[config.mk]
export PLATFORM = sky130hd
export DESIGN_NAME = qpst_div
export DESIGN_NICKNAME = d
export VERILOG_FILES = /design/src/rtl/qpst_pkg.sv /design/src/rtl/qpst_div.sv
export SDC_FILE = /design/constraint.sdc
export NUM_CORES = 1
export LEC_CHECK = 0
export BUFFER_PORTS_ARGS = -buffer_cell sky130_fd_sc_hd__buf_2
export CAP_MARGIN = 10
export CORE_ASPECT_RATIO = 0.5
export CORE_UTILIZATION = 25
export DETAILED_ROUTE_END_ITERATION = 6
export SKIP_LAST_GASP = 1
export SYNTH_ARGS = -nofsm -noshare
export SYNTH_HDL_FRONTEND = slang
export SYNTH_SLANG_ARGS = --single-unit
[constraint.sdc]
create_clock -name clock -period 3.4 [get_ports clock]
set_input_delay 0.17 -clock clock [delete_from_list [all_inputs] [get_ports clock]]
set_output_delay 0.17 -clock clock [all_outputs]
set_load 0.02 [all_outputs]
[src/rtl/qpst_pkg.sv]
// Shared types, constants and the lookup table for the quadrature position and speed tracker.
// No dependencies; every other file of the block imports this package.
package qpst_pkg;

   // Request codes carried in the req_type field.
   localparam logic [1:0] REQ_EDGE     = 2'd0;
   localparam logic [1:0] REQ_CLEAR    = 2'd1;
   localparam logic [1:0] REQ_BASELINE = 2'd2;

   // Configuration register indexes.
   localparam int CSR_INDEX_W = 1;
   localparam int CSR_DATA_W  = 24;
   localparam logic [CSR_INDEX_W-1:0] CSR_TWO_CHANNEL     = 1'b0;
   localparam logic [CSR_INDEX_W-1:0] CSR_METERS_PER_COUNT = 1'b1;

   // Configuration reset values.
   localparam logic        TWO_CHANNEL_RESET     = 1'b1;
   localparam logic [23:0] METERS_PER_COUNT_RESET = 24'd16777;

   // Default timebase of the event timestamps.
   localparam int TIMEBASE_HZ_DEFAULT = 1000000;

   // The time step divisor is a positive signed 32-bit value.
   localparam int DEN_W = 31;

   // Speed saturation bounds, signed Q15.24.
   localparam logic signed [39:0] SPEED_MAX = 40'sh7F_FFFF_FFFF;
   localparam logic signed [39:0] SPEED_MIN = 40'sh80_0000_0000;

   // Quadrature transition table indexed by {previous state, new state}.
   localparam logic signed [1:0] QUAD_DELTA [16] = '{
       2'sd0, -2'sd1,  2'sd1,  2'sd0,
       2'sd1,  2'sd0,  2'sd0, -2'sd1,
      -2'sd1,  2'sd0,  2'sd0,  2'sd1,
       2'sd0,  2'sd1, -2'sd1,  2'sd0
   };

   typedef struct packed {
      logic [1:0]  req_type;
      logic        level_a;
      logic        level_b;
      logic [31:0] event_time_us;
   } req_payload_type;

   typedef struct packed {
      logic signed [31:0] count_now;
      logic signed [55:0] distance_now;
      logic signed [39:0] speed_now;
      logic               sample_valid;
   } rsp_payload_type;

   // Status of the shared divider as seen by the sequencer.
   typedef struct packed {
      logic busy;
      logic done;
   } div_status_type;

endpackage

[src/rtl/qpst_div.sv]
// Iterative restoring divider, one quotient bit per cycle, unsigned operands.
// Depends on qpst_pkg for the status struct.
module qpst_div
   import qpst_pkg::*;
#(
   parameter int NUM_W = 44,
   parameter int DIV_W = DEN_W
) (
   input  logic             clock,
   input  logic             reset,
   input  logic             start,
   input  logic [NUM_W-1:0] dividend,
   input  logic [DIV_W-1:0] divisor,
   output div_status_type   status,
   output logic [NUM_W-1:0] quotient
);

   localparam int CNT_W = $clog2(NUM_W + 1);

   logic [NUM_W-1:0] quo_ff, quo_in;
   logic [DIV_W-1:0] rem_ff, rem_in;
   logic [DIV_W-1:0] den_ff, den_in;
   logic [CNT_W-1:0] cnt_ff, cnt_in;
   logic             busy_ff, busy_in;
   logic             done_ff, done_in;
   logic [DIV_W:0]   rem_shift;
   logic [DIV_W:0]   rem_sub;
   logic             fits;

   always_comb begin
      rem_shift = {rem_ff, quo_ff[NUM_W-1]};
      fits      = rem_shift >= {1'b0, den_ff};
      rem_sub   = rem_shift - {1'b0, den_ff};
      quo_in  = quo_ff;
      rem_in  = rem_ff;
      den_in  = den_ff;
      cnt_in  = cnt_ff;
      busy_in = busy_ff;
      done_in = 1'b0;
      if (start) begin
         quo_in  = dividend;
         rem_in  = '0;
         den_in  = divisor;
         cnt_in  = CNT_W'(NUM_W);
         busy_in = 1'b1;
      end else if (busy_ff) begin
         // The partial remainder stays below the divisor, so it fits DIV_W bits.
         rem_in = fits ? rem_sub[DIV_W-1:0] : rem_shift[DIV_W-1:0];
         quo_in = {quo_ff[NUM_W-2:0], fits};
         cnt_in = cnt_ff - 1'b1;
         if (cnt_ff == CNT_W'(1)) begin
            busy_in = 1'b0;
            done_in = 1'b1;
         end
      end
   end

   always_ff @(posedge clock) begin
      if (reset) begin
         busy_ff <= 1'b0;
         done_ff <= 1'b0;
         cnt_ff  <= '0;
      end else begin
         busy_ff <= busy_in;
         done_ff <= done_in;
         cnt_ff  <= cnt_in;
      end
      quo_ff <= quo_in;
      rem_ff <= rem_in;
      den_ff <= den_in;
   end

   assign status.busy = busy_ff;
   assign status.done = done_ff;
   assign quotient    = quo_ff;

endmodule

==> impl_metrics.ini <==
[floorplanning]
site_row_count = 41
ios = 124
floorplan.initialDensity_pct = 25.7
dieArea_sq_um = 26700
core_region_area_sq_um = 25400
die_h_microns = 116
floorplan.die.width_microns = 230

[clock_tree]
worst_skew_pair_latency_ns = 0.42
tritoncts_clock_tree = built
clock_buffer_count_from_cts = 17
clk_transition_reported_paths_ns = 0.05
clock_sinks = 114
htreeDepth = 4
clock_tree.root_cell = sky130_fd_sc_hd__clkbuf_16
cts_max_path_bufs = 2

[final_layout]
postLayoutCoreUtil_pct = 32.8
multi_input_logic_area_sq_um = 3180
antenna_cells_inserted = 0
area_delta_synth_final_pct = 27.8
fin_nets = 877
nFillCells = 2558
area.sequential_sq_um = 3030
fraction_of_layout_cells_with_a_size_suffix_above_1_pct = 28.0

[synth]
synthMostInstantiatedCell = sky130_fd_sc_hd__edfxtp_1
syn_area_sq_um = 6510
synthDistinctLibCells = 67
synth_largest_area_cell = sky130_fd_sc_hd__edfxtp_1
netlist_instances = 622
syn_nets = 734
synthFlopType = sky130_fd_sc_hd__edfxtp_1
synth_enable_flop_cells = 75
seq_cells_post_synth = 114
synth.top_cell.area_share_pct = 34.6
synth_seq_area_share_pct = 46.6
yosys-top-cells-count = sky130_fd_sc_hd__edfxtp_1 (75), sky130_fd_sc_hd__nor2_1 (45), sky130_fd_sc_hd__mux2_2 (44)
synth.area.top_cells = sky130_fd_sc_hd__edfxtp_1 (35%), sky130_fd_sc_hd__dfxtp_1 (12%), sky130_fd_sc_hd__mux2_2 (7.6%)
async_reset_ff_share_pct = 0
avgSynthCellArea_sq_um = 10.5
synth-warning-count = 0

[setup_path]
worst_setup_sp_type = flip-flop
path_max_fanout = 18
worst_ep_required_time_ns = 3.69
endpoint_kind = flip-flop
path_type_of_the_worst_setup_path = reg2reg
worst-endpoint-arrival_ns = 3.28
regToRegSetupSlack_ns = 0.41

[detailed_routing]
drt_wl_total_microns = 16400
drt_first_pass_iters = 5
post-route-drc-count = 0
number_of_routed_nets_with_antenna_violations = 0
route.detailed.wl_per_inst_microns = 14.6
vias = 5236
drt_first_iter_violations = 349
post_drt_via_cell_ratio = 4.67

[power_and_ir_drop]
pwr_dens_nw_per_um2 = 506
leakagePower_nw = 3.51
power.ir.vdd_worst_uv = 323

[grt]
grt_antenna_before_repair = 0
number_of_global_route_vias_before_repair = 5143
grt_max_degree = 56
grt_pass1_wl_microns = 25800
grt_util_all_layers_pct = 12.4
globalRouteOverflowTotal = 0

[timing]
fin_crit_ns = 2.99
fin_crit_sh_pct = 88.0
achievable-frequency_mhz = 334
clock-skew-final_ns = 0.0101
timing_max_transition_violations_final = 0
hold_viol = 0
grt_setup_unrepaired = no
timing.setup.tns_ns = 0
postLayoutSetupSlackWorst_ns = 0.408
relSlewSlack_pct = 26.6
timing.final.setup_violations = 0
tightestPinTransition_ns = 1.10

[flow_run]
drv.max_cap_violation_count = 0

[run_status]
run_status = finished clean

[placed_design]
dp_hpwl_microns = 11400
dp_worst_setup_slack_ns = 0.426
gp_congestion = 0.860
port_buffers = 123

[min_path]
worstHoldPathType = in2reg
[registers in the layout (all words and copies together), names as in the netlist]
signal    flops
rem_ff       31
quotient     44
done_ff       1
cnt_ff        6
den_ff       31
busy_ff       1
[layout make-up]
cell class	count	area share, %
multi-input cells	435	38.2
flip-flops and latches	114	36.4
repair buffers	157	11.4
clock buffers	22	5.70
well taps	344	5.17
inverters	40	1.80
clock inverters	10	1.29
[through the flow]
stage | std cells | hold slack [ns] | area (sq um) | power, W
6_report | 1122 | 0.0347 | 8320 | 0.00421
3_5_place_dp | 1059 | 0.349 | 7430 | 0.00245
4_1_cts | 1122 | 0.0149 | 8320 | 0.00426
3_3_place_gp | 1059 | 0.347 | 7430 | 0.00244
5_1_grt | 1122 | 0.0324 | 8320 | 0.00440
2_1_floorplan | 622 | 0.269 | 6510 | 0.00222
[critical path, stage by stage, from the launching register on]
cell and delay [ns]:
sky130_fd_sc_hd__edfxtp_1 0.36, sky130_fd_sc_hd__inv_1 0.05, sky130_fd_sc_hd__ha_1 0.22, sky130_fd_sc_hd__fa_1 0.40
sky130_fd_sc_hd__nand2b_1 0.18, sky130_fd_sc_hd__a21oi_1 0.35, sky130_fd_sc_hd__o211ai_2 0.15, sky130_fd_sc_hd__nand3_2 0.18
sky130_fd_sc_hd__o21a_1 0.23, sky130_fd_sc_hd__nor2_4 0.15, sky130_fd_sc_hd__a2111oi_0 0.48, sky130_fd_sc_hd__o31ai_2 0.11
[cell families (layout without fill, tap and decap cells)]
family	after synthesis	in the layout	share of synthesized area, %
XOR/XNOR	26	26	3.50
multiplexers	53	53	8.99
buffers and inverters	73	229	4.67
flip-flops	114	114	46.6
AO/OA/AOI/OAI	161	161	17.5
adder cells (fa/ha/maj)	34	34	6.65
AND/OR/NAND/NOR	161	161	12.2
[final timing paths]
kind | start | endpoint | cells after the start
worst min-delay path | reset | cnt_ff[2] | 2
worst min register to register | rem_ff[9] | rem_ff[9] | 2
worst max-delay path | quotient[43] | rem_ff[29] | 11
worst max register to register | quotient[43] | rem_ff[29] | 11
[power breakdown]
part | switching (W) | total (W) | internal [W] | leakage (nW)
registers | 0.0000610 | 0.00167 | 0.00161 | 1.07
logic | 0.000450 | 0.000781 | 0.000331 | 2.16
clock network | 0.000627 | 0.00176 | 0.00113 | 0.283
[metal layers]
layer / vias up / part of all wire (%) / GRT usage (%)
li1: 2591 / - / -
met1: 2509 / 47 / 15.5
met2: 116 / 48 / 20.8
met3: 20 / 3.4 / 2.83
met4: 0 / 1.8 / 5.30
met5: - / 0 / 0
[repair_timing]
item | in CTS | in global routing
hold buffers | 31 | 0
buffers inserted | 0 | 0
endpoints found under the setup margin | 0 | 0
hold endpoints to repair | 31 | 0
gates resized for setup | 0 | 0
[cells in the final DEF (no fill, tap or decap), types with 5 or more instances in the layout]
cell type,count
sky130_fd_sc_hd__o21ai_0,23
sky130_fd_sc_hd__a21oi_1,42
sky130_fd_sc_hd__dlygate4sd3_1,31
sky130_fd_sc_hd__nand2_1,43
sky130_fd_sc_hd__inv_1,38
sky130_fd_sc_hd__xor2_1,9
sky130_fd_sc_hd__and3_1,8
sky130_fd_sc_hd__ha_1,33
sky130_fd_sc_hd__a32oi_1,5
sky130_fd_sc_hd__nand4_1,7
sky130_fd_sc_hd__nand3_1,14
sky130_fd_sc_hd__clkbuf_16,17
sky130_fd_sc_hd__edfxtp_1,75
sky130_fd_sc_hd__nand2b_1,6
sky130_fd_sc_hd__or3_1,6
sky130_fd_sc_hd__a311oi_1,7
sky130_fd_sc_hd__mux2i_1,9
sky130_fd_sc_hd__buf_2,122
sky130_fd_sc_hd__dfxtp_1,39
sky130_fd_sc_hd__nor2_1,45
sky130_fd_sc_hd__a21o_1,23
sky130_fd_sc_hd__mux2_2,44
sky130_fd_sc_hd__xnor2_1,17
sky130_fd_sc_hd__a211oi_1,12
sky130_fd_sc_hd__nor3_1,8
Note: power is estimated with default switching activity, not from simulation.
